`config.mk`:
```
export PLATFORM = sky130hd
export DESIGN_NAME = bpc_cfg_regs
export DESIGN_NICKNAME = d
export VERILOG_FILES = /design/src/hdl/bpc_pkg.sv /design/src/hdl/bpc_cfg_regs.sv
export SDC_FILE = /design/constraint.sdc
export NUM_CORES = 1
export LEC_CHECK = 0
export ABC_AREA = 1
export BUFFER_PORTS_ARGS = -buffer_cell sky130_fd_sc_hd__buf_2
export CAP_MARGIN = 25
export CORE_ASPECT_RATIO = 0.8
export CORE_MARGIN = 2
export CORE_UTILIZATION = 40
export DETAILED_ROUTE_END_ITERATION = 8
export GPL_ROUTABILITY_DRIVEN = 0
export MAX_ROUTING_LAYER = met4
export PLACE_DENSITY = 0.64
export SYNTH_ARGS = -nofsm -noshare
export SYNTH_HDL_FRONTEND = slang
export SYNTH_SLANG_ARGS = --single-unit
export TNS_END_PERCENT = 1
```
`constraint.sdc`:
```
create_clock -name i_clk -period 0.8 [get_ports i_clk]
set_input_delay 0.08 -clock i_clk [delete_from_list [all_inputs] [get_ports i_clk]]
set_output_delay 0.08 -clock i_clk [all_outputs]
set_load 0.02 [all_outputs]
```
`src/hdl/bpc_pkg.sv`:
```
// ============================================================================
// bpc_pkg: shared types and constants for barometer pressure compensation
// Field widths, calibration register indexes and the stage payload record
// passed between the pipeline sections.
// ============================================================================
`timescale 1ns / 1ps
`default_nettype none

package bpc_pkg;

    // Field and datapath widths
    localparam int RAW_W   = 24;                  // raw conversions D1, D2
    localparam int COEF_W  = 16;                  // calibration words
    localparam int CIDX_W  = 3;                   // configuration index
    localparam int DT_W    = RAW_W + 1;           // dT, signed
    localparam int MUL_W   = DT_W + COEF_W + 1;   // dT times a calibration word
    localparam int SQDT_W  = 2 * DT_W;            // dT squared
    localparam int TEMP_W  = 19;                  // temperature, centidegrees
    localparam int TMPX_W  = TEMP_W + 1;          // temperature offsets
    localparam int SQ_W    = 36;                  // second-order squares
    localparam int DD_W    = 18;                  // dT squared >> 31
    localparam int OFF_W   = 41;                  // offset, signed
    localparam int SENS_W  = 40;                  // sensitivity, signed
    localparam int SLO_W   = 20;                  // low slice of SENS
    localparam int PL_W    = RAW_W + SLO_W;       // D1 times low slice
    localparam int PH_W    = RAW_W + 1 + SENS_W - SLO_W; // D1 times high slice
    localparam int PROD_W  = 64;                  // D1 times SENS
    localparam int PRESS_W = 32;                  // pressure output

    // Fixed-point constants
    localparam int TEMP_REF      = 2000;   // 20.00 C
    localparam int TEMP_VCOLD    = 1500;   // -15.00 C, as an offset
    localparam int TEMP_SHIFT    = 23;
    localparam int DD_SHIFT      = 31;
    localparam int OFF_SH_V1     = 7;
    localparam int OFF_SH_V2     = 6;
    localparam int SENS_SH_V1    = 8;
    localparam int SENS_SH_V2    = 7;
    localparam int OFF_BASE_V1   = 16;
    localparam int OFF_BASE_V2   = 17;
    localparam int SENS_BASE_V1  = 15;
    localparam int SENS_BASE_V2  = 16;
    localparam int PRESS_SH1     = 21;
    localparam int PRESS_SH2     = 15;

    // Second-order coefficients
    localparam int OFF_K1_V1  = 5;    // OFF -= 5d >> 1
    localparam int OFF_S1_V1  = 1;
    localparam int OFF_K1_V2  = 61;   // OFF -= 61d >> 4
    localparam int OFF_S1_V2  = 4;
    localparam int SENS_K1_V1 = 5;    // SENS -= 5d >> 2
    localparam int SENS_S1_V1 = 2;
    localparam int SENS_K1_V2 = 2;    // SENS -= 2d
    localparam int OFF_K2_V1  = 7;    // OFF -= 7e
    localparam int OFF_K2_V2  = 15;   // OFF -= 15e
    localparam int SENS_K2_V1 = 11;   // SENS -= 11e >> 1
    localparam int SENS_S2_V1 = 1;
    localparam int SENS_K2_V2 = 8;    // SENS -= 8e

    // Calibration register indexes
    typedef enum logic [CIDX_W-1:0] {
        CFG_SENS     = 3'd0,
        CFG_OFF      = 3'd1,
        CFG_TCS      = 3'd2,
        CFG_TCO      = 3'd3,
        CFG_TREF     = 3'd4,
        CFG_TEMPSENS = 3'd5,
        CFG_VARIANT  = 3'd6
    } t_cfg_idx;

    // Calibration set
    typedef struct packed {
        logic [COEF_W-1:0] sens;
        logic [COEF_W-1:0] off;
        logic [COEF_W-1:0] tcs;
        logic [COEF_W-1:0] tco;
        logic [COEF_W-1:0] tref;
        logic [COEF_W-1:0] tempsens;
        logic              variant;
    } t_cfg;

    // Payload between pipeline sections
    typedef struct packed {
        logic                     valid;
        logic [RAW_W-1:0]         d1;
        logic signed [TEMP_W-1:0] temp;
        logic signed [OFF_W-1:0]  off;
        logic signed [SENS_W-1:0] sens;
        logic [DD_W-1:0]          dd;
    } t_comp;

endpackage

`default_nettype wire

```
`src/hdl/bpc_cfg_regs.sv`:
```
// ============================================================================
// bpc_cfg_regs: calibration register file
// Holds the six calibration words and the device variant bit, written one
// request at a time over the configuration channel.
// ============================================================================
`timescale 1ns / 1ps
`default_nettype none

module bpc_cfg_regs (
    input  wire logic                       i_clk,
    input  wire logic                       i_rst_n,
    input  wire logic                       i_wr,
    input  wire logic [bpc_pkg::CIDX_W-1:0] i_idx,
    input  wire logic [bpc_pkg::COEF_W-1:0] i_data,
    output bpc_pkg::t_cfg                   o_cfg
);

    bpc_pkg::t_cfg r_cfg;
    bpc_pkg::t_cfg n_cfg;

    // Decode the register index; unknown indexes are dropped
    always_comb begin
        n_cfg = r_cfg;
        if (i_wr) begin
            case (bpc_pkg::t_cfg_idx'(i_idx))
                bpc_pkg::CFG_SENS:     n_cfg.sens     = i_data;
                bpc_pkg::CFG_OFF:      n_cfg.off      = i_data;
                bpc_pkg::CFG_TCS:      n_cfg.tcs      = i_data;
                bpc_pkg::CFG_TCO:      n_cfg.tco      = i_data;
                bpc_pkg::CFG_TREF:     n_cfg.tref     = i_data;
                bpc_pkg::CFG_TEMPSENS: n_cfg.tempsens = i_data;
                bpc_pkg::CFG_VARIANT:  n_cfg.variant  = i_data[0];
                default:               n_cfg          = r_cfg;
            endcase
        end
    end

    always_ff @(posedge i_clk) begin
        if (!i_rst_n) begin
            r_cfg <= '0;
        end else begin
            r_cfg <= n_cfg;
        end
    end

    assign o_cfg = r_cfg;

endmodule

`default_nettype wire

```
==> metrics.md <==
| Metric | Value |
|---|---|
| Clk network pwr share | 37.8% |
| Wire length per cell | 14.79 um |
| Drt first pass iters | 5 |
| Cell-internal power | 0.007964 W |
| Clock latency on the worst-skew pair | 0.34 ns |
| Register area share after synthesis | 49.47% |
| Drt total wl | 11790 um |
| CP Capture Type | output pin |
| Post-layout min period | 0.9105 ns |
| Met3 global-route usage | 5.628% |
| Final Cycle Share | 113.8% |
| Hold Buf Count CTS | 0 |
| First-pass GRT wire length | 18890 um |
| DP HPWL | 8043 um |
| Reg-to-reg endpoint | o_cfg[0] |
| NetSw | 0.002986 W |
| Root buf cell | clkbuf_16 |
| Switching Fraction | 27.27% |
| Hold Crit Depth | 5 |
| R2R depth | 2 |
| Initial core utilization | 40.85% |
| Unrepaired setup endpoints after global routing | true |
| Placed cell count | 781 |
| Kind of critical path | register to output pin |
| Achievable Freq | 1098 MHz |
| Largest net degree at the start of global routing | 37 |
| Antenna violations before repair | 0 |
| CP required | 0.72 ns |
| Slowest stage delay, CP | 0.36 ns |
| Relative slew slack | 71.35% |
| Die area | 10630 um^2 |
| Clk slew on worst S/H paths | 0.07 ns |
| MaxCap Viol Count | 0 |
| Syn Inst Count | 557 |
| Fin cells | 797 |
| Post-Syn Area | 3925 um^2 |
| Most frequent cells in the layout | 193 x nor2_1, 99 x nand2_1, 97 x nand3_1, 97 x buf_6, 95 x dfxtp_2 |
| # DRC | 0 |
| Syn Nets | 579 |
| Critical path fanouts, max | 2 |
| Die width | 114.8 um |
| Met2 Use GR | 36.05% |
| Yosys warnings | 0 |
| Cell Rows | 32 |
| Status | finished, violations left |
| Vias in the first global route | 3768 |
| Arrival @ worst endpoint | 0.83 ns |
| Hold Crit Start | i_data[15] |
| Final nets | 695 |
| Buf/Inv on CP | 1 |
| Antenna viol nets, final | 0 |
| Slowest cell on crit path | dfxtp_4 |
| Yosys cell types | 15 |
| Critical Path, Cell by Cell | buf_6 |
| Fin Clk Skew | 0 ns |
| CP delay by family, top | flip-flops |
| Met1 Use GR | 31.24% |
| Final setup fails | 97 |
| Core ar. | 9609 um^2 |
| #FFs+latches synth | 97 |
| Worst hold path type | primary input to register |
| Via count | 3973 |
| Detailed Route Iter0 Violations | 265 |
| Lkg Pwr | 2.626 nW |
| Die Span Y | 92.60 um |
| Failing checks | setup timing |
| H-Tree Level Count | 3 |
| I/O Buffers | 118 |
| Overall Power | 0.01095 W |
| Synth Area per Inst | 7.047 um^2 |
| Clk buf depth | 2 |
| R2R Path Start | o_cfg[0] |
| Gr usage total | 23.47% |
| Register-to-register setup slack | 0.16 ns |
| Max IR drop VDD | 0.9863 mV |
| Max-slew violations | 0 |
| Max reg flops | 97 |
| Reg power frac | 47.2% |
| Post-DR vias/cell | 4.985 |
| # diodes | 0 |
| Final worst setup slack | -0.1105 ns |
| Comb pwr share | 15.0% |
| Global routing's busiest layer | met2 |
| Share of post-route cells with drive strength above 1 | 39.97% |
| I/O Pins | 119 |
| Power Density | 1871 nW/um^2 |
| CTS tree | done |
| Final hold vios | 0 |
| Area grow syn2layout | 49.06% |
| CP Launch Type | register |
| Hold endpoint | o_cfg[48] |
| GRT overflow | 0 |
| Worst-Margin Slew | 0.4287 ns |
| Commonest non-fill, non-tap cell in the layout | nor2_1 |
| Num CTS Buffers | 9 |
| Clock sink total | 97 |
## what timing repair did
item                                    in CTS  in global routing
gates resized for setup                    291                  7
endpoints found under the setup margin      97                129
setup buffers                                0                  0
## routing by layer
layer  wire [um]  up-vias
met5           0        -
met4         153        0
met3         849       18
met2        5345      182
met1        5438     1816
li1            -     1957
## cell usage after synthesis
master    count  share of area (%)
buf_4         8                1.5
buf_6         2               0.57
clkbuf_1      2               0.19
nand3_1      97                 12
nor2_1      194                 19
nand2_2       2               0.32
buf_2        17                2.2
a21oi_1       1               0.13
inv_1        18                1.7
nor2_4        8                2.3
nand2_1     101                9.7
dfxtp_1      97                 49
nor2_2        1               0.16
inv_2         4               0.38
buf_1         5               0.48
## kinds of logic after synthesis
logic type	synth area share, %
AOI/OAI and AO/OA	0.1274
DFF	49.47
buffers and inverters	7.045
and+or+nand+nor	43.35
## per-stage QoR
stage               cell area, um^2  util (%)  hold WS, ns  TNS [ns]  setup slack (ns)
floorplan                      3926         -       0.3068         0          0.004812
global placement               4818     50.14       0.4570    -18.35           -0.2449
detailed placement             4818     50.14       0.4685    -22.37           -0.3023
CTS                            5833     60.70       0.1849    -8.198           -0.1257
global route                   5851     60.89       0.2114    -10.01           -0.1313
finish                         5851     60.89       0.1885    -7.225           -0.1105
## how the worst max path moves through the flow
stage	endpoint	start	depth (start not counted)
global route	o_cfg[87]	o_cfg[87]	1
global placement	o_cfg[89]	i_idx[0]	6
CTS	o_cfg[0]	o_cfg[0]	1
finish	o_cfg[0]	o_cfg[0]	1
detailed placement	o_cfg[76]	i_idx[1]	6
floorplan	o_cfg[96]	i_idx[0]	6
## tightest hold or removal path: stages
cell and delay (ns):
buf_2 0.08, inv_1 0.10, nand3_1 0.11, nand2_1 0.04
nor2_1 0.07
## power by group through the flow
| stage | logic, W | registers [W] | clock network, W |
|---|---|---|---|
| 2_1_floorplan | 0.000678 | 0.00540 | 0 |
| 3_3_place_gp | 0.00141 | 0.00520 | 0 |
| 3_5_place_dp | 0.00143 | 0.00520 | 0 |
| 4_1_cts | 0.00163 | 0.00517 | 0.00422 |
| 5_1_grt | 0.00178 | 0.00518 | 0.00440 |
| 6_report | 0.00165 | 0.00516 | 0.00414 |
## cell type report
cell class,count,area [um^2]
clock buffer,10,239.0
clock inverter,6,47.55
fill,844,3759
inverter,22,85.08
multi-input combinational,404,1719
sequential,97,2068
tap,119,148.9
timing repair buffer,139,1543
Power figures use the tool's default switching activity.
