**src/hdl/bpc_pkg.sv**
```systemverilog
// ============================================================================
// bpc_pkg: shared types and constants for barometer pressure compensation
// Field widths, calibration register indexes and the stage payload record
// passed between the pipeline sections.
// ============================================================================
`timescale 1ns / 1ps
`default_nettype none

package bpc_pkg;

    // Field and datapath widths
    localparam int RAW_W   = 24;                  // raw conversions D1, D2
    localparam int COEF_W  = 16;                  // calibration words
    localparam int CIDX_W  = 3;                   // configuration index
    localparam int DT_W    = RAW_W + 1;           // dT, signed
    localparam int MUL_W   = DT_W + COEF_W + 1;   // dT times a calibration word
    localparam int SQDT_W  = 2 * DT_W;            // dT squared
    localparam int TEMP_W  = 19;                  // temperature, centidegrees
    localparam int TMPX_W  = TEMP_W + 1;          // temperature offsets
    localparam int SQ_W    = 36;                  // second-order squares
    localparam int DD_W    = 18;                  // dT squared >> 31
    localparam int OFF_W   = 41;                  // offset, signed
    localparam int SENS_W  = 40;                  // sensitivity, signed
    localparam int SLO_W   = 20;                  // low slice of SENS
    localparam int PL_W    = RAW_W + SLO_W;       // D1 times low slice
    localparam int PH_W    = RAW_W + 1 + SENS_W - SLO_W; // D1 times high slice
    localparam int PROD_W  = 64;                  // D1 times SENS
    localparam int PRESS_W = 32;                  // pressure output

    // Fixed-point constants
    localparam int TEMP_REF      = 2000;   // 20.00 C
    localparam int TEMP_VCOLD    = 1500;   // -15.00 C, as an offset
    localparam int TEMP_SHIFT    = 23;
    localparam int DD_SHIFT      = 31;
    localparam int OFF_SH_V1     = 7;
    localparam int OFF_SH_V2     = 6;
    localparam int SENS_SH_V1    = 8;
    localparam int SENS_SH_V2    = 7;
    localparam int OFF_BASE_V1   = 16;
    localparam int OFF_BASE_V2   = 17;
    localparam int SENS_BASE_V1  = 15;
    localparam int SENS_BASE_V2  = 16;
    localparam int PRESS_SH1     = 21;
    localparam int PRESS_SH2     = 15;

    // Second-order coefficients
    localparam int OFF_K1_V1  = 5;    // OFF -= 5d >> 1
    localparam int OFF_S1_V1  = 1;
    localparam int OFF_K1_V2  = 61;   // OFF -= 61d >> 4
    localparam int OFF_S1_V2  = 4;
    localparam int SENS_K1_V1 = 5;    // SENS -= 5d >> 2
    localparam int SENS_S1_V1 = 2;
    localparam int SENS_K1_V2 = 2;    // SENS -= 2d
    localparam int OFF_K2_V1  = 7;    // OFF -= 7e
    localparam int OFF_K2_V2  = 15;   // OFF -= 15e
    localparam int SENS_K2_V1 = 11;   // SENS -= 11e >> 1
    localparam int SENS_S2_V1 = 1;
    localparam int SENS_K2_V2 = 8;    // SENS -= 8e

    // Calibration register indexes
    typedef enum logic [CIDX_W-1:0] {
        CFG_SENS     = 3'd0,
        CFG_OFF      = 3'd1,
        CFG_TCS      = 3'd2,
        CFG_TCO      = 3'd3,
        CFG_TREF     = 3'd4,
        CFG_TEMPSENS = 3'd5,
        CFG_VARIANT  = 3'd6
    } t_cfg_idx;

    // Calibration set
    typedef struct packed {
        logic [COEF_W-1:0] sens;
        logic [COEF_W-1:0] off;
        logic [COEF_W-1:0] tcs;
        logic [COEF_W-1:0] tco;
        logic [COEF_W-1:0] tref;
        logic [COEF_W-1:0] tempsens;
        logic              variant;
    } t_cfg;

    // Payload between pipeline sections
    typedef struct packed {
        logic                     valid;
        logic [RAW_W-1:0]         d1;
        logic signed [TEMP_W-1:0] temp;
        logic signed [OFF_W-1:0]  off;
        logic signed [SENS_W-1:0] sens;
        logic [DD_W-1:0]          dd;
    } t_comp;

endpackage

`default_nettype wire

```
**src/hdl/bpc_press.sv**
```systemverilog
// ============================================================================
// bpc_press: pressure section
// Three stages: D1 times SENS as two partial products, their sum, then the
// offset subtraction and final shifts into the output registers.
// ============================================================================
`timescale 1ns / 1ps
`default_nettype none

module bpc_press (
    input  wire logic                               i_clk,
    input  wire logic                               i_rst_n,
    input  bpc_pkg::t_comp                          i_comp,
    output logic                                    o_valid,
    output logic signed [bpc_pkg::PRESS_W-1:0]      o_press,
    output logic signed [bpc_pkg::TEMP_W-1:0]       o_temp
);

    // Stage 6: partial products of D1 and SENS
    logic                                     r_v6;
    logic [bpc_pkg::PL_W-1:0]                 r_pl;
    logic signed [bpc_pkg::PH_W-1:0]          r_ph;
    logic signed [bpc_pkg::OFF_W-1:0]         r_off6;
    logic signed [bpc_pkg::TEMP_W-1:0]        r_temp6;
    logic [bpc_pkg::SLO_W-1:0]                w_lo;
    logic signed [bpc_pkg::SENS_W-bpc_pkg::SLO_W-1:0] w_hi;
    logic [bpc_pkg::PL_W-1:0]                 n_pl;
    logic signed [bpc_pkg::PH_W-1:0]          n_ph;

    always_comb begin
        w_lo = i_comp.sens[bpc_pkg::SLO_W-1:0];
        w_hi = $signed(i_comp.sens[bpc_pkg::SENS_W-1:bpc_pkg::SLO_W]);
        n_pl = i_comp.d1 * w_lo;
        n_ph = $signed({1'b0, i_comp.d1}) * w_hi;
    end

    // Stage 7: D1 * SENS
    logic                                r_v7;
    logic signed [bpc_pkg::PROD_W-1:0]   r_prod;
    logic signed [bpc_pkg::OFF_W-1:0]    r_off7;
    logic signed [bpc_pkg::TEMP_W-1:0]   r_temp7;
    logic signed [bpc_pkg::PROD_W-1:0]   n_prod;

    assign n_prod = $signed((bpc_pkg::PROD_W'(r_ph) <<< bpc_pkg::SLO_W)
                            + bpc_pkg::PROD_W'(r_pl));

    // Stage 8: ((D1 * SENS >> 21) - OFF) >> 15
    logic                                r_v8;
    logic signed [bpc_pkg::PRESS_W-1:0]  r_press;
    logic signed [bpc_pkg::TEMP_W-1:0]   r_temp8;
    logic signed [bpc_pkg::PROD_W-1:0]   w_x;
    logic signed [bpc_pkg::PROD_W-1:0]   w_xs;

    always_comb begin
        w_x  = (r_prod >>> bpc_pkg::PRESS_SH1) - bpc_pkg::PROD_W'(r_off7);
        w_xs = w_x >>> bpc_pkg::PRESS_SH2;
    end

    // Valid bits
    always_ff @(posedge i_clk) begin
        if (!i_rst_n) begin
            r_v6 <= 1'b0;
            r_v7 <= 1'b0;
            r_v8 <= 1'b0;
        end else begin
            r_v6 <= i_comp.valid;
            r_v7 <= r_v6;
            r_v8 <= r_v7;
        end
    end

    // Payload
    always_ff @(posedge i_clk) begin
        r_pl    <= n_pl;
        r_ph    <= n_ph;
        r_off6  <= i_comp.off;
        r_temp6 <= i_comp.temp;
        r_prod  <= n_prod;
        r_off7  <= r_off6;
        r_temp7 <= r_temp6;
        r_press <= bpc_pkg::PRESS_W'(w_xs);
        r_temp8 <= r_temp7;
    end

    assign o_valid = r_v8;
    assign o_press = r_press;
    assign o_temp  = r_temp8;

endmodule

`default_nettype wire

```
**config.mk**
```make
export PLATFORM = sky130hd
export DESIGN_NAME = bpc_press
export DESIGN_NICKNAME = d
export VERILOG_FILES = /design/src/hdl/bpc_pkg.sv /design/src/hdl/bpc_press.sv
export SDC_FILE = /design/constraint.sdc
export NUM_CORES = 2
export LEC_CHECK = 0
export BUFFER_PORTS_ARGS = -buffer_cell sky130_fd_sc_hd__buf_2
export CAP_MARGIN = 20
export CORE_UTILIZATION = 46
export DETAILED_ROUTE_END_ITERATION = 8
export GPL_ROUTABILITY_DRIVEN = 0
export GPL_TIMING_DRIVEN = 0
export PLACE_DENSITY = 0.64
export REMOVE_ABC_BUFFERS = 1
export SYNTH_ARGS = -nofsm -noshare
export SYNTH_HDL_FRONTEND = slang
export SYNTH_SLANG_ARGS = --single-unit
```
**constraint.sdc**
```tcl
create_clock -name i_clk -period 18.8 [get_ports i_clk]
set_clock_uncertainty 0.2 [all_clocks]
set_input_delay 5.64 -clock i_clk [delete_from_list [all_inputs] [get_ports i_clk]]
set_output_delay 5.64 -clock i_clk [all_outputs]
set_load 0.01 [all_outputs]
```
==> reports/metrics.csv <==
metric;value;unit
met1 WL;43600;µm
Via Count;28200;
Die ar.;88900;µm²
clk sinks;282;
clk_lat worst skew;0.53;ns
postcts setup bufs;0;
sequential share of the synthesized area;14.0;%
I/O pin count;197;
Tightest Pin Transition;1.18;ns
Syn Std Cell Area;40300;µm²
unrepaired setup endpoints after global routing;false;
initial antenna violation count;5;
Hold Path Depth;0;
Die Span X;298;µm
top-count cell post-synth;inv_1;
drt drc;0;
vias per cell;5.09;
fillers;8289;
max-cap violations;0;
vias in the first global route;30200;
chip height;298;µm
Post-synth ARST share;0;%
flop2flop setup slack;15.25;ns
DR WL met3;7870;µm
Fin. Hold Viols;0;
Critical Path RT;18.98;ns
CTS tree;done;
CTS H-Tree Depth;1;
FF-to-FF path depth;11;
Synth area leaders;fa_1 (39%), dfxtp_1 (14%), ha_1 (12%), inv_1 (8.6%), and2_1 (7.2%);
Rows;108;
Synth top cells by count;inv_1 (923), fa_1 (785), nand2_1 (547);
synth warn;0;
final setup fails;0;
CTS clk-pin slew, worst paths;0.07;ns
largest net degree at the start of global routing;41;
area of the multi-input gates;30500;µm²
Hold Buf Count CTS;0;
Distinct cells, synth;69;
EDFF count, synth;0;
flip-flop and latch area;5650;µm²
fin nets;5679;
max-slew violations;0;
critical path arrival;13.04;ns
fin crit share;68.4;%
Initial Util;46.5;%
worst r2r src;r_pl[21];
outcome;finished clean;
FMAX;77.8;MHz
synthesized flop and latch total;282;
CP endpoint kind;register;
layout cell share with drive strength beyond 1;5.58;%
gr usage total;22.9;%
clk buf depth;3;
HP Start;r_off6[28];
total CTS buffers;25;
post-route setup TNS;0;ns
Post-CTS Resized;0;
routed length per instance;17.8;µm
top sig layer;met5;
cell count after synthesis;4343;
Crit Reg-Reg Endpoint;r_prod[56];
DR iter-0 viols;1486;
top-area cell type share of the netlist area;39.0;%
total grt overflow;0;
Layout area overhead;6.47;%
Buffers on Ports;178;
Startpoint Class;input pin;
fin util;49.5;%
first-pass iteration count of the detailed router;7;
first-pass GRT wire length;161000;µm
Min-Delay Endpoint;r_off7[28];
Final ANT Viol Nets;0;
met2 wire len;44600;µm
Mapped Avg Cell Area;9.29;µm²
Slew headroom;21.5;%
Worst Hold Class;reg2reg;
Core Footprint;86800;µm²
kind of critical path;in2reg;
clk root buf;clkbuf_16;
Top FF cell, synth;dfxtp_1;
Routed WL;98300;µm
largest area contributor in the netlist;fa_1;
crit path time final;12.86;ns
Crit Path Max Fanout;40;
DP HPWL;72700;µm
## cells by family (layout without fill, tap and decap cells)
group	Yosys count	count (layout)	synth area share (%)
other	0	1	0
adders and majority gates	1177	1177	51.1
and+or+nand+nor	1262	1262	15.5
muxes	1	1	0.0248
xor gates and xnor gates	132	132	2.87
DFF	282	282	14.0
buffers and inverters	1122	1154	10.5
AOI/OAI and AO/OA	367	367	5.98
## sequential cells by signal, indices dropped and copies added, names as in the netlist, 24 cells and up
name     count
r_off6      41
r_prod      43
r_off7      41
o_press     29
r_ph        44
r_pl        24
## area by class of cell
cell class,instances,share of cell area [%]
diodes,1,0.00583
clock buffers,28,1.53
clock inverters,17,0.481
inverters,923,8.07
multi-input cells,2939,70.9
flip-flops and latches,282,13.1
well taps,1155,3.37
repair buffers,186,2.47
## critical path: stages
cell      delay [ns]
buf_2           0.78
and2_1          0.26
fa_1            0.44
fa_1            0.51
inv_1           0.05
fa_1            0.48
inv_1           0.06
fa_1            0.50
inv_1           0.05
fa_1            0.52
inv_1           0.05
fa_1            0.47
inv_1           0.05
fa_1            0.47
inv_1           0.04
ha_1            0.30
a211oi_1        0.30
nand2_1         0.09
a211oi_1        0.24
o211a_1         0.28
o221a_2         0.33
o221ai_1        0.18
a21oi_1         0.34
o31ai_1         0.16
xnor2_1         0.42
## metrics by stage
step,area [µm²],setup WS (ns),hold slack (ns),cells
floorplan,39600,6.82,0.110,4144
finish,42900,5.94,0.123,5531
global placement,41900,5.27,0.109,5477
global route,42900,5.40,0.133,5530
detailed placement,42000,5.31,0.112,5481
CTS,42800,5.85,0.124,5526
## metal layers
layer,vias to the layer above,GRT usage [%]
met5,-,0
met4,4,5.62
met3,149,4.75
met2,917,37.3
met1,14000,31.2
li1,13100,-
## cell usage in the layout (no fill, tap or decap), types with 6 or more instances in the layout
cell type  count
nor3_1        19
o31ai_1        8
fa_1         785
buf_12         7
nor4_1         6
o211ai_1       9
a21o_1        76
and3_1        18
a21oi_1      108
nand3_1       29
xnor2_1       78
ha_1         392
o21a_1        11
nand4_1       28
nand2_1      547
a221oi_1       6
inv_1        923
o21ai_0       59
a211oi_1      13
buf_2        178
dfxtp_1      282
clkbuf_16     25
nor2_1        94
and2_1       464
xor2_1        54
a211o_1        7
o21bai_1      16
nor2b_1        9
a31oi_1       11
nand2b_1      24
## worst max path at each step
stage,to,startpoint,slack (ns)
CTS,r_pl[43],i_comp[127],5.85
detailed placement,r_pl[43],i_comp[127],5.31
global route,r_pl[43],i_comp[126],5.40
global placement,r_pl[43],i_comp[128],5.27
floorplan,r_ph[41],i_comp[131],6.82
finish,r_pl[43],i_comp[126],5.94
Power is not shown: default switching activity piles up to over one toggle a cycle in this logic, so the estimate is an artifact.
