<file path="config.mk">
export PLATFORM = sky130hd
export DESIGN_NAME = bpc_front
export DESIGN_NICKNAME = d
export VERILOG_FILES = /design/src/hdl/bpc_pkg.sv /design/src/hdl/bpc_front.sv
export SDC_FILE = /design/constraint.sdc
export NUM_CORES = 2
export LEC_CHECK = 0
export ABC_AREA = 1
export BUFFER_PORTS_ARGS = -buffer_cell sky130_fd_sc_hd__buf_2
export CORE_AREA = 2 2 418 420
export DETAILED_ROUTE_END_ITERATION = 10
export DIE_AREA = 0 0 420 422
export PLACE_DENSITY = 0.71
export SYNTH_ARGS = -nofsm -noshare
export SYNTH_HDL_FRONTEND = slang
export SYNTH_SLANG_ARGS = --single-unit
export TNS_END_PERCENT = 20
</file>
<file path="constraint.sdc">
create_clock -name i_clk -period 7.75 [get_ports i_clk]
set_input_delay 0.775 -clock i_clk [delete_from_list [all_inputs] [get_ports i_clk]]
set_output_delay 0.775 -clock i_clk [all_outputs]
set_load 0.005 [all_outputs]
</file>
<file path="src/hdl/bpc_pkg.sv">
// ============================================================================
// bpc_pkg: shared types and constants for barometer pressure compensation
// Field widths, calibration register indexes and the stage payload record
// passed between the pipeline sections.
// ============================================================================
`timescale 1ns / 1ps
`default_nettype none

package bpc_pkg;

    // Field and datapath widths
    localparam int RAW_W   = 24;                  // raw conversions D1, D2
    localparam int COEF_W  = 16;                  // calibration words
    localparam int CIDX_W  = 3;                   // configuration index
    localparam int DT_W    = RAW_W + 1;           // dT, signed
    localparam int MUL_W   = DT_W + COEF_W + 1;   // dT times a calibration word
    localparam int SQDT_W  = 2 * DT_W;            // dT squared
    localparam int TEMP_W  = 19;                  // temperature, centidegrees
    localparam int TMPX_W  = TEMP_W + 1;          // temperature offsets
    localparam int SQ_W    = 36;                  // second-order squares
    localparam int DD_W    = 18;                  // dT squared >> 31
    localparam int OFF_W   = 41;                  // offset, signed
    localparam int SENS_W  = 40;                  // sensitivity, signed
    localparam int SLO_W   = 20;                  // low slice of SENS
    localparam int PL_W    = RAW_W + SLO_W;       // D1 times low slice
    localparam int PH_W    = RAW_W + 1 + SENS_W - SLO_W; // D1 times high slice
    localparam int PROD_W  = 64;                  // D1 times SENS
    localparam int PRESS_W = 32;                  // pressure output

    // Fixed-point constants
    localparam int TEMP_REF      = 2000;   // 20.00 C
    localparam int TEMP_VCOLD    = 1500;   // -15.00 C, as an offset
    localparam int TEMP_SHIFT    = 23;
    localparam int DD_SHIFT      = 31;
    localparam int OFF_SH_V1     = 7;
    localparam int OFF_SH_V2     = 6;
    localparam int SENS_SH_V1    = 8;
    localparam int SENS_SH_V2    = 7;
    localparam int OFF_BASE_V1   = 16;
    localparam int OFF_BASE_V2   = 17;
    localparam int SENS_BASE_V1  = 15;
    localparam int SENS_BASE_V2  = 16;
    localparam int PRESS_SH1     = 21;
    localparam int PRESS_SH2     = 15;

    // Second-order coefficients
    localparam int OFF_K1_V1  = 5;    // OFF -= 5d >> 1
    localparam int OFF_S1_V1  = 1;
    localparam int OFF_K1_V2  = 61;   // OFF -= 61d >> 4
    localparam int OFF_S1_V2  = 4;
    localparam int SENS_K1_V1 = 5;    // SENS -= 5d >> 2
    localparam int SENS_S1_V1 = 2;
    localparam int SENS_K1_V2 = 2;    // SENS -= 2d
    localparam int OFF_K2_V1  = 7;    // OFF -= 7e
    localparam int OFF_K2_V2  = 15;   // OFF -= 15e
    localparam int SENS_K2_V1 = 11;   // SENS -= 11e >> 1
    localparam int SENS_S2_V1 = 1;
    localparam int SENS_K2_V2 = 8;    // SENS -= 8e

    // Calibration register indexes
    typedef enum logic [CIDX_W-1:0] {
        CFG_SENS     = 3'd0,
        CFG_OFF      = 3'd1,
        CFG_TCS      = 3'd2,
        CFG_TCO      = 3'd3,
        CFG_TREF     = 3'd4,
        CFG_TEMPSENS = 3'd5,
        CFG_VARIANT  = 3'd6
    } t_cfg_idx;

    // Calibration set
    typedef struct packed {
        logic [COEF_W-1:0] sens;
        logic [COEF_W-1:0] off;
        logic [COEF_W-1:0] tcs;
        logic [COEF_W-1:0] tco;
        logic [COEF_W-1:0] tref;
        logic [COEF_W-1:0] tempsens;
        logic              variant;
    } t_cfg;

    // Payload between pipeline sections
    typedef struct packed {
        logic                     valid;
        logic [RAW_W-1:0]         d1;
        logic signed [TEMP_W-1:0] temp;
        logic signed [OFF_W-1:0]  off;
        logic signed [SENS_W-1:0] sens;
        logic [DD_W-1:0]          dd;
    } t_comp;

endpackage

`default_nettype wire

</file>
<file path="src/hdl/bpc_front.sv">
// ============================================================================
// bpc_front: first-order section
// Three stages: dT, the four dT products, then first-order TEMP, OFF and
// SENS with the dT squared term kept for the cold correction.
// ============================================================================
`timescale 1ns / 1ps
`default_nettype none

module bpc_front (
    input  wire logic                      i_clk,
    input  wire logic                      i_rst_n,
    input  wire logic                      i_start,
    input  wire logic [bpc_pkg::RAW_W-1:0] i_d1,
    input  wire logic [bpc_pkg::RAW_W-1:0] i_d2,
    input  bpc_pkg::t_cfg                  i_cfg,
    output bpc_pkg::t_comp                 o_comp
);

    // Stage 1: dT = D2 - C5 * 256
    logic                              r_v1;
    logic [bpc_pkg::RAW_W-1:0]         r_d1_1;
    logic signed [bpc_pkg::DT_W-1:0]   r_dt;
    logic signed [bpc_pkg::DT_W-1:0]   n_dt;

    assign n_dt = $signed({1'b0, i_d2}) - $signed({1'b0, i_cfg.tref, 8'h00});

    // Stage 2: products with dT
    logic                              r_v2;
    logic [bpc_pkg::RAW_W-1:0]         r_d1_2;
    logic signed [bpc_pkg::MUL_W-1:0]  r_pt;
    logic signed [bpc_pkg::MUL_W-1:0]  r_po;
    logic signed [bpc_pkg::MUL_W-1:0]  r_ps;
    logic signed [bpc_pkg::SQDT_W-1:0] r_pdd;
    logic signed [bpc_pkg::COEF_W:0]   w_c3;
    logic signed [bpc_pkg::COEF_W:0]   w_c4;
    logic signed [bpc_pkg::COEF_W:0]   w_c6;
    logic signed [bpc_pkg::MUL_W-1:0]  n_pt;
    logic signed [bpc_pkg::MUL_W-1:0]  n_po;
    logic signed [bpc_pkg::MUL_W-1:0]  n_ps;
    logic signed [bpc_pkg::SQDT_W-1:0] n_pdd;

    assign w_c3  = $signed({1'b0, i_cfg.tcs});
    assign w_c4  = $signed({1'b0, i_cfg.tco});
    assign w_c6  = $signed({1'b0, i_cfg.tempsens});
    assign n_pt  = r_dt * w_c6;
    assign n_po  = r_dt * w_c4;
    assign n_ps  = r_dt * w_c3;
    assign n_pdd = r_dt * r_dt;

    // Stage 3: first-order TEMP, OFF, SENS
    logic                               r_v3;
    logic [bpc_pkg::RAW_W-1:0]          r_d1_3;
    logic signed [bpc_pkg::TEMP_W-1:0]  r_temp;
    logic signed [bpc_pkg::OFF_W-1:0]   r_off;
    logic signed [bpc_pkg::SENS_W-1:0]  r_sens;
    logic [bpc_pkg::DD_W-1:0]           r_dd;
    logic signed [bpc_pkg::MUL_W-1:0]   w_pt_sh;
    logic signed [bpc_pkg::MUL_W-1:0]   w_po_sh;
    logic signed [bpc_pkg::MUL_W-1:0]   w_ps_sh;
    logic signed [bpc_pkg::OFF_W-1:0]   w_off_base;
    logic signed [bpc_pkg::SENS_W-1:0]  w_sens_base;
    logic signed [bpc_pkg::TEMP_W-1:0]  n_temp;
    logic signed [bpc_pkg::OFF_W-1:0]   n_off;
    logic signed [bpc_pkg::SENS_W-1:0]  n_sens;

    always_comb begin
        w_pt_sh = r_pt >>> bpc_pkg::TEMP_SHIFT;
        if (i_cfg.variant) begin
            w_po_sh     = r_po >>> bpc_pkg::OFF_SH_V2;
            w_ps_sh     = r_ps >>> bpc_pkg::SENS_SH_V2;
            w_off_base  = $signed(bpc_pkg::OFF_W'(i_cfg.off) <<< bpc_pkg::OFF_BASE_V2);
            w_sens_base = $signed(bpc_pkg::SENS_W'(i_cfg.sens) <<< bpc_pkg::SENS_BASE_V2);
        end else begin
            w_po_sh     = r_po >>> bpc_pkg::OFF_SH_V1;
            w_ps_sh     = r_ps >>> bpc_pkg::SENS_SH_V1;
            w_off_base  = $signed(bpc_pkg::OFF_W'(i_cfg.off) <<< bpc_pkg::OFF_BASE_V1);
            w_sens_base = $signed(bpc_pkg::SENS_W'(i_cfg.sens) <<< bpc_pkg::SENS_BASE_V1);
        end
        n_temp = bpc_pkg::TEMP_W'(w_pt_sh) + bpc_pkg::TEMP_W'(bpc_pkg::TEMP_REF);
        n_off  = w_off_base + bpc_pkg::OFF_W'(w_po_sh);
        n_sens = w_sens_base + bpc_pkg::SENS_W'(w_ps_sh);
    end

    // Valid bits
    always_ff @(posedge i_clk) begin
        if (!i_rst_n) begin
            r_v1 <= 1'b0;
            r_v2 <= 1'b0;
            r_v3 <= 1'b0;
        end else begin
            r_v1 <= i_start;
            r_v2 <= r_v1;
            r_v3 <= r_v2;
        end
    end

    // Payload
    always_ff @(posedge i_clk) begin
        r_d1_1 <= i_d1;
        r_dt   <= n_dt;
        r_d1_2 <= r_d1_1;
        r_pt   <= n_pt;
        r_po   <= n_po;
        r_ps   <= n_ps;
        r_pdd  <= n_pdd;
        r_d1_3 <= r_d1_2;
        r_temp <= n_temp;
        r_off  <= n_off;
        r_sens <= n_sens;
        r_dd   <= r_pdd[bpc_pkg::DD_SHIFT +: bpc_pkg::DD_W];
    end

    assign o_comp.valid = r_v3;
    assign o_comp.d1    = r_d1_3;
    assign o_comp.temp  = r_temp;
    assign o_comp.off   = r_off;
    assign o_comp.sens  = r_sens;
    assign o_comp.dd    = r_dd;

endmodule

`default_nettype wire

</file>
==> metrics.txt <==
Die H=422 um; metal3 WL=13.6 mm; initial antenna violation count=8; total CTS buffers=43; max cap viols=0; Hold WS=210 ps; global placement routability congestion=0.929; beginning of the critical path=r_dt[2]$_DFF_P_; Yosys reg bits=about 320; initial core utilization=44.8%; Post-Synth Simple-Gate Area=15.5%; Post-synth EDFFs=0; Vias=about 60,000; routed wire length=between 200 and 250 mm; Commonest cells post-synth=2,979 x inv_1, 2,308 x nand2_1, 1,767 x fa_1; Hold Path Class=input pin to flip-flop; highest routed layer=met5; Area Growth Syn to Fin=6.47%; postcts setup bufs=0; prevailing post-synth register cell=dfxtp_1; H-tree Lvls=2; multi-input combinational cell area=0.0584 mm^2; placement row count=153; antenna-violating nets left=0; post-synthesis cell area=0.0775 mm^2; final worst slack=583 ps; Setup-failing EPs final=0; Sequential Area=around 0.0065 mm^2; Slew Limit Fails=0; placed cell area=between 0.08 and 0.09 mm^2; most common cell in the synthesized netlist=inv_1; GRT Total Usage=24.3%; Worst setup EP type=flip-flop; clock skew=25.6 ps; core area=approximately 0.17 mm^2; post-synthesis compound-gate area fraction=4.40%; synth top area cells=fa_1 46%, inv_1 14%, nand2_1 11%; layout cells sized above 1=5.36%; DR WL met2=102 mm; grt ovf=0; first-pass GRT wire length=~340 mm; DP Wirelength=around 170 mm; worst skew pair latency=660 ps; most frequent CP cell=fa_1; Worst Setup EP=r_pdd[42]$_DFF_P_; RR Endpoint=r_pdd[42]$_DFF_P_; Cell Chain, Critical Path=nand2_1 > inv_1 > fa_1 > fa_1 > inv_1 > fa_1 > inv_1 > fa_1 > fa_1 > fa_1 > fa_1 > ha_1 > a21oi_1 > a21boi_0 > o21ai_0 > a21oi_1 > nand3_1 > nand2_1 > nand2_1; status=finished, final reports clean; final net count=12,200; WL per Instance=17.1 um; CP Launch Type=flip-flop; Initial DRC Count=4,103; Yosys warning total=0; Post-route DRC=0; Netlist cell types=46; Placement Setup Slack=598 ps; syn_nets=12,200; WS Path Type=flip-flop to flip-flop; unrepaired setup endpoints after global routing=no; Final period util=92.5%; Synth Area in XOR/XNOR=between 1.5 and 2%; fill cell total of the finished layout=16,600; cells after synthesis=~9,800; Async SR Flop Fraction=0%; cts hold-fix bufs=0; final worst path period need=7170 ps; Final Hold Viols=0; IO Port Bufs=290; Worst EP required=8290 ps; Max Clock Freq=~140 MHz; post-synthesis sequential area ratio=8.22%; Clock Sinks=roughly 320; Synth top area share=between 40% and 50%; Reg-to-Reg Start=r_dt[2]$_DFF_P_; post_cts resized=0; TritonRoute pass-1 iters=5; largest fanout on the critical path=29; main combinational cell family by area after synthesis=adder cells; CTS tree=yes; Die X=420 um; largest net degree at the start of global routing=around 130; worst rel slew slack=46.3%; mean post-synth cell area=7.93 um^2; Reg2Reg Depth=19; post-synthesis mux area share=0.0145%; CP max stage delay=920 ps; slowest CP cell=fa_1; adder-cell area share of the yosys netlist=53.8%; Reg2Reg Setup Slack=just under 600 ps; Met1 Wirelength=86.1 mm; Design Area, Final=just over 0.08 mm^2; Synth area leader=fa_1; # IOs=291; clock tree buffer depth=3; clock transition at the registers of the reported paths=80 ps; post-DR vias/cell=roughly 5; Slew @ Worst Pin=805 ps; Root Driver=clkbuf_16; vias in the first global route=~66,000; die area=around 0.18 mm^2; setup TNS=0 ps; arrival time of the worst setup path=roughly 7700 ps
-- through the flow --
stage / utilization (%) / std cells
after global placement: 46.8 / 12100
after detailed placement: 46.8 / 12100
final: 47.7 / 12100
after floorplan: - / 9766
after CTS: 47.7 / 12100
after global routing: 47.7 / 12100
-- cell families (layout without fill, tap and decap cells) --
group / Yosys count / after routing
AOI/OAI and AO/OA: 626 / 626
xor gates and xnor gates: 149 / 149
adders and majority gates: 2271 / 2271
buffers and inverters: 3361 / 3415
DFF: 318 / 318
muxes: 1 / 1
other: 0 / 3
and+or+nand+nor: 3040 / 3040
-- cells in the final DEF, fill, tap and decap left out, drive strengths merged, types with 35 or more instances in the layout --
cell type,synthesis,routed
dfxtp,318,318
nor2,429,429
xnor2,57,57
a21oi,304,304
ha,504,504
nor3,45,45
o21bai,35,35
clkbuf,312,51
xor2,92,92
o21ai,223,223
inv,2989,2999
buf,60,346
fa,1767,1767
nand2,2325,2325
nand4,47,47
nand3,157,157
-- layout make-up --
class	count	share of cell area, %
Antenna cell	3	0.00910
Multi-Input combinational cell	6087	70.8
Clock inverter	29	0.431
Clock buffer	51	1.42
Tap cell	2325	3.53
Inverter	2989	13.6
Sequential cell	318	7.83
Timing Repair Buffer	346	2.35
-- registers in the layout, summed over array words and instances (netlist names) --
register / flops
r_d1_1: 24
r_d1_2: 24
r_d1_3: 24
r_dd: 18
r_dt: 25
r_off: 37
r_pdd: 18
r_po: 36
r_ps: 35
r_pt: 19
r_sens: 36
r_temp: 19
r_v1: 1
r_v2: 1
r_v3: 1
-- worst max-delay path, delay by kind of cell (launching register included) --
kind,cells,cell delay (ps)
adder cells (fa/ha/maj),8,4480
AND/OR/NAND/NOR,4,390
buffers and inverters,3,590
flip-flops,1,630
AO/OA/AOI/OAI,4,960
-- how the worst min path moves through the flow --
stage	from	end	slack, ps	cells past startpoint
2_1_floorplan	r_d1_1[0]$_DFF_P_	r_d1_2[0]$_DFF_P_	310	0
3_3_place_gp	r_d1_2[1]$_DFF_P_	r_d1_3[1]$_DFF_P_	310	0
3_5_place_dp	r_d1_1[18]$_DFF_P_	r_d1_2[18]$_DFF_P_	310	0
4_1_cts	i_d1[4]	r_d1_1[4]$_DFF_P_	160	1
5_1_grt	i_d1[4]	r_d1_1[4]$_DFF_P_	190	1
6_report	i_d1[4]	r_d1_1[4]$_DFF_P_	210	1
-- routing by layer --
layer,vias up,GRT usage [%]
met5,-,0
met4,6,6.38
met3,371,3.26
li1,27600,-
met1,29700,31.8
met2,2100,42.4
Power is not shown: default switching activity piles up to over one toggle a cycle in this logic, so the estimate is an artifact.
